`config.mk`:
```
export PLATFORM = sky130hd
export DESIGN_NAME = lru_key_set_top
export DESIGN_NICKNAME = d
export VERILOG_FILES = /design/src/hdl/lks_pkg.sv /design/src/hdl/lru_key_set_top.sv /design/src/hdl/lks_cell.sv
export SDC_FILE = /design/constraint.sdc
export NUM_CORES = 1
export LEC_CHECK = 0
export BUFFER_PORTS_ARGS = -buffer_cell sky130_fd_sc_hd__clkbuf_2
export CORE_MARGIN = 2
export CORE_UTILIZATION = 35
export DETAILED_ROUTE_END_ITERATION = 12
export HOLD_SLACK_MARGIN = 0.08
export SYNTH_ARGS = -nofsm -noshare
export SYNTH_HDL_FRONTEND = slang
export SYNTH_SLANG_ARGS = --single-unit
```
`constraint.sdc`:
```
create_clock -name aclk -period 4.95 [get_ports aclk]
set_input_delay 0.2475 -clock aclk [delete_from_list [all_inputs] [get_ports aclk]]
set_output_delay 0.2475 -clock aclk [all_outputs]
set_load 0.01 [all_outputs]
```
`src/hdl/lks_pkg.sv`:
```
// Shared types and codes for the LRU key set.
// No dependencies; used by every module of the block.
package lks_pkg;

    localparam logic MODE_PUT = 1'b0;
    localparam logic MODE_HAS = 1'b1;

    localparam int CAP_W     = 5;
    localparam int CAP_RESET = 16;

    typedef struct packed {
        logic take;
        logic hit;
        logic fill;
        logic evict;
    } op_t;

endpackage

```
`src/hdl/lru_key_set_top.sv`:
```
// Top level of the LRU key set: chain of lks_cell entries plus control.
// Depends on lks_pkg and lks_cell.
//
// Usage:
//   Input channel s_valid/s_ready carries one word: s_mode (put or has) and
//   s_key. Result channel m_valid/m_ready returns one word per input word:
//   m_answer (put: 1 if newly inserted; has: 1 if present).
//   A word accepted at an edge shows its answer on m_answer right after
//   that edge. Throughput is one word per cycle unless m_ready stalls the
//   output register; the whole chain compares the key and shifts in the same
//   cycle, and that compare-and-shift path sets the clock limit.
//   The chain keeps entries ordered by recency: cell 0 is most recent.
//   A stalled receiver holds the answer in the output register; a new word
//   is still taken while that register is emptied in the same cycle.
//   cfg_wen/cfg_wdata write the capacity register (0 acts as 1, values
//   above DEPTH act as DEPTH); write it only while the block is idle.
//   Synchronous active-low reset empties the set, drops any pending answer
//   and sets capacity to 16. No clearing pass is needed.
module lru_key_set_top #(
    parameter int DEPTH     = 16,
    parameter int KEY_WIDTH = 32
) (
    input  logic                         aclk,
    input  logic                         aresetn,
    input  logic                         cfg_wen,
    input  logic [lks_pkg::CAP_W-1:0]    cfg_wdata,
    input  logic                         s_valid,
    output logic                         s_ready,
    input  logic                         s_mode,
    input  logic [KEY_WIDTH-1:0]         s_key,
    output logic                         m_valid,
    input  logic                         m_ready,
    output logic                         m_answer
);

    localparam int OCC_W = $clog2(DEPTH + 1);
    localparam int CMP_W = (OCC_W > lks_pkg::CAP_W) ? OCC_W : lks_pkg::CAP_W;

    logic [lks_pkg::CAP_W-1:0] cap_reg;
    logic [OCC_W-1:0]          occ_reg;
    logic [OCC_W-1:0]          occ_next;
    logic                      m_valid_reg;
    logic                      m_valid_next;
    logic                      m_answer_reg;
    logic                      m_answer_next;

    logic [KEY_WIDTH-1:0] key_chain   [0:DEPTH];
    logic                 valid_chain [0:DEPTH];
    logic                 hit_chain   [0:DEPTH];
    logic [DEPTH-1:0]     hit_vec;

    logic [CMP_W-1:0] cap_eff;
    logic             full;
    logic             hit_any;
    logic             take;
    logic             is_put;
    lks_pkg::op_t     op;

    assign s_ready = !m_valid_reg || m_ready;
    assign take    = s_valid && s_ready;
    assign is_put  = (s_mode == lks_pkg::MODE_PUT);

    always_comb begin
        if (cap_reg == '0) begin
            cap_eff = CMP_W'(1);
        end else if (CMP_W'(cap_reg) > CMP_W'(DEPTH)) begin
            cap_eff = CMP_W'(DEPTH);
        end else begin
            cap_eff = CMP_W'(cap_reg);
        end
    end

    assign full    = CMP_W'(occ_reg) >= cap_eff;
    assign hit_any = hit_chain[0];

    assign op.take  = take;
    assign op.hit   = hit_any;
    assign op.fill  = is_put && !hit_any && !full;
    assign op.evict = is_put && !hit_any && full;

    assign key_chain[0]       = s_key;
    assign valid_chain[0]     = 1'b1;
    assign hit_chain[DEPTH]   = 1'b0;

    for (genvar i = 0; i < DEPTH; i++) begin : g_cell
        lks_cell #(
            .KEY_WIDTH(KEY_WIDTH)
        ) u_cell (
            .aclk        (aclk),
            .aresetn     (aresetn),
            .op          (op),
            .cmp_key     (s_key),
            .up_key      (key_chain[i]),
            .up_valid    (valid_chain[i]),
            .hit_below_in(hit_chain[i+1]),
            .hit_ge_out  (hit_chain[i]),
            .hit_here    (hit_vec[i]),
            .key_out     (key_chain[i+1]),
            .valid_out   (valid_chain[i+1])
        );
    end

    always_comb begin
        occ_next = occ_reg;
        if (take && op.fill) begin
            occ_next = occ_reg + OCC_W'(1);
        end
    end

    always_comb begin
        m_valid_next  = m_valid_reg;
        m_answer_next = m_answer_reg;
        if (m_ready) begin
            m_valid_next = 1'b0;
        end
        if (take) begin
            m_valid_next  = 1'b1;
            m_answer_next = is_put ? !(|hit_vec) : (|hit_vec);
        end
    end

    always_ff @(posedge aclk) begin
        if (!aresetn) begin
            cap_reg     <= lks_pkg::CAP_W'(lks_pkg::CAP_RESET);
            occ_reg     <= '0;
            m_valid_reg <= 1'b0;
        end else begin
            if (cfg_wen) begin
                cap_reg <= cfg_wdata;
            end
            occ_reg     <= occ_next;
            m_valid_reg <= m_valid_next;
        end
    end

    always_ff @(posedge aclk) begin
        m_answer_reg <= m_answer_next;
    end

    assign m_valid  = m_valid_reg;
    assign m_answer = m_answer_reg;

endmodule

```
`src/hdl/lks_cell.sv`:
```
// One entry of the recency-ordered chain: key and valid bit.
// Depends on lks_pkg (op_t).
module lks_cell #(
    parameter int KEY_WIDTH = 32
) (
    input  logic                 aclk,
    input  logic                 aresetn,
    input  lks_pkg::op_t         op,
    input  logic [KEY_WIDTH-1:0] cmp_key,
    input  logic [KEY_WIDTH-1:0] up_key,
    input  logic                 up_valid,
    input  logic                 hit_below_in,
    output logic                 hit_ge_out,
    output logic                 hit_here,
    output logic [KEY_WIDTH-1:0] key_out,
    output logic                 valid_out
);

    logic [KEY_WIDTH-1:0] key_reg;
    logic                 valid_reg;
    logic                 shift;

    assign hit_here   = valid_reg && (key_reg == cmp_key);
    assign hit_ge_out = hit_here | hit_below_in;

    always_comb begin
        shift = 1'b0;
        if (op.take) begin
            if (op.hit) begin
                shift = hit_ge_out;
            end else if (op.fill) begin
                shift = up_valid;
            end else if (op.evict) begin
                shift = valid_reg;
            end
        end
    end

    always_ff @(posedge aclk) begin
        if (!aresetn) begin
            valid_reg <= 1'b0;
        end else if (shift) begin
            valid_reg <= up_valid;
        end
    end

    always_ff @(posedge aclk) begin
        if (shift) begin
            key_reg <= up_key;
        end
    end

    assign key_out   = key_reg;
    assign valid_out = valid_reg;

endmodule

```
==> run_results.csv <==
group,metric,value,unit
place,port_buffers,45,
synth,synth_area_leaders,"edfxtp_1, xor2_1, xnor2_1, nor4_1, dfxtp_1",
grt,grt-ovfl-total,0,
grt,grt_use_total,22.2,%
clocking,cts_root_buf,"clkbuf_16",
synth,ys_seq_area_share,64.5,%
power_and_ir_drop,power_density,353,nW/um^2
floorplanning,pin_count,46,
timing,tns,0,ns
critical_path,path_class,"flip-flop to flip-flop",
synth,ys.flop_type,"edfxtp_1",
finish,antennaDiodeCount,0,
clocking,clock_latency,0.64,ns
clocking,cts_buffers,58,
synth,avgSynthCellArea,14.3,um^2
timing,slew_headroom,23.4,%
route,wl_per_cell,29.0,um
synth,ys_types,67,
route,num_vias,15900,
clocking,ctsLongestPathBuffers,3,
power_and_ir_drop,p_leak,8.99,nW
timing,rsz0062_at_grt,"false",
route,drt_pre_antenna_iters,5,
timing,skew,0.0323,ns
timing,drv_slew,0,
clocking,h-tree-depth,2,
floorplanning,row_count,97,
synth,syn_nets,1780,
grt,antenna_found_initial,1,
timing,hold_viol,0,
run_status,status,"completed",
synth,synth-edff-count,513,
timing,tightest_slew,1.15,ns
route,avgViaCountPerCell,5.62,
finish,multiInputGateArea,8250,um^2
timing,worst_slack,1.09,ns
critical_path,cp_max_fo,32,
timing,fmax,0.259,GHz
finish,area_growth,14.1,%
synth,synth_top_area_cell,"edfxtp_1",
clocking,clkTransAtPathRegs,0.06,ns
finish,final_nets,1884,
finish,drive_above_1_share,12.1,%
timing,finalSetupViolCount,0,
synth,yosys-top-cells-count,"edfxtp_1, xor2_1, nor4_1",
finish,fill_cells,6526,
grt,grt_max_degree,34,
power_and_ir_drop,finalPower,9.95,mW
grt,grt_pass1_wl,117000,um
floorplanning,die_h,270,um
critical_path,end_kind,"flip-flop",
synth,synth_area,24700,um^2
synth,synth-async-reset-ratio,0,%
power_and_ir_drop,ir_worst_vdd,305,uV
finish,largest_reg_flops,512,
route,totalWireLength,81900,um
grt,first_global_vias,15700,
route,dr.first_iter.drc_count,1817,
route,antenna_left,0,
place,gp_congestion,0.977,
synth,synthCells,1731,
timing,fin_crit,3.86,ns
finish,seqCellArea,15900,um^2
critical_path,startpoint_type,"flip-flop",
synth,yosysMostFrequentCell,"edfxtp_1",
synth,synth_seq_cells,540,
timing,period_share,77.9,%
place,dp_hpwl,58300,um
route,drc,0,
clocking,clock-sinks,540,
finish,final_cell_area,28200,um^2
critical_path,cp.arrival,4.19,ns
critical_path,required,5.28,ns
floorplanning,die_area,72700,um^2
clocking,tritoncts,"yes",
floorplanning,start_util,35.3,%
place,place_ws,0.588,ns
synth,ys_warn_count,0,
finish,fin_util,40.3,%
flow_run,maxCapViolations,0,
hold_path,min_path_type,"input pin to flip-flop",
floorplanning,die_x,270,um
place,placed_area,26200,um^2
synth,yosysTopAreaCellShare,62.4,%
floorplanning,coreArea,69900,um^2
[logic make-up (layout without fill, tap and decap cells)]
logic type	count (synthesis)	count (layout)	share of synthesized area [%]
flip-flops	540	540	64.5
AND/OR/NAND/NOR	479	479	11.6
adder cells (fa/ha/maj)	6	6	0.304
buffers and inverters	103	255	2.47
multiplexers	17	17	0.709
AO/OA/AOI/OAI	75	75	2.29
XOR/XNOR	511	511	18.1
[where the power goes]
group | switching (mW) | internal [mW]
clock network | 1.87 | 2.45
registers | 0.0176 | 4.96
logic | 0.460 | 0.198
[routing by layer]
| layer | up-vias | share of wire, % | global-route usage (%) |
|---|---|---|---|
| met3 | 149 | 8.1 | 4.19 |
| li1 | 6737 | - | - |
| met4 | 0 | 3.2 | 7.00 |
| met5 | - | 0 | 0 |
| met1 | 8143 | 42 | 30.3 |
| met2 | 824 | 46 | 35.7 |
[metrics by stage]
step	hold WS, ns	instances
6_report	0.190	2823
5_1_grt	0.157	2823
4_1_cts	0.158	2823
3_5_place_dp	0.456	2701
3_3_place_gp	0.453	2701
2_1_floorplan	0.346	1731
[worst max-delay path, cell delays in order, from the launching register on]
cell and delay, ns:
edfxtp_1 0.42, xor2_1 0.19, or4_1 0.56, or4b_1 0.48
nor4_1 0.71, nor4_1 0.18, nand4_1 0.27, nor2_1 0.14
a211oi_2 0.23, nor2_2 0.05, buf_4 0.30
[layout by cell type, fill, tap and decap left out, drive strengths merged, types with 9 or more instances in the layout]
| master | count |
|---|---|
| nand2 | 54 |
| nor4b | 12 |
| nor3 | 29 |
| inv | 26 |
| o211ai | 11 |
| clkbuf | 120 |
| nor2 | 31 |
| dlygate4sd3 | 14 |
| nand4b | 17 |
| a21oi | 10 |
| xnor2 | 148 |
| nor4 | 174 |
| dfxtp | 27 |
| mux2i | 13 |
| a31oi | 10 |
| xor2 | 363 |
| or4 | 9 |
| nand4 | 73 |
| buf | 63 |
| edfxtp | 513 |
| clkinv | 26 |
| nand3 | 44 |
| or3 | 12 |
| o21ai | 13 |
[final timing paths]
kind	cells after the start	end	slack [ns]	startpoint
hold reg to reg	0	g_cell[1].u_cell.key_out[2]	0.47	g_cell[0].u_cell.key_out[2]
setup reg to reg	10	g_cell[6].u_cell.key_out[19]	1.09	g_cell[11].u_cell.key_out[28]
hold / removal	1	g_cell[0].u_cell.key_out[4]	0.19	s_key[4]
setup / recovery	10	g_cell[6].u_cell.key_out[19]	1.09	g_cell[11].u_cell.key_out[28]
[final cells by class]
class                      instances  area share (%)
tap                              940            4.17
clock buffer                      75            5.59
clock inverter                    33            1.00
inverter                          25           0.333
multi-input combinational       1088            29.3
timing repair buffer             122            3.06
sequential                       540            56.6
[repair_timing]
item | 4_1_cts | 5_1_grt
hold endpoints to repair | 7 | 0
gates resized for setup | 0 | 0
setup endpoints to repair | 0 | 0
setup buffers | 0 | 0
hold buffers | 14 | 0
No activity file was read; power rests on OpenSTA's default activity.
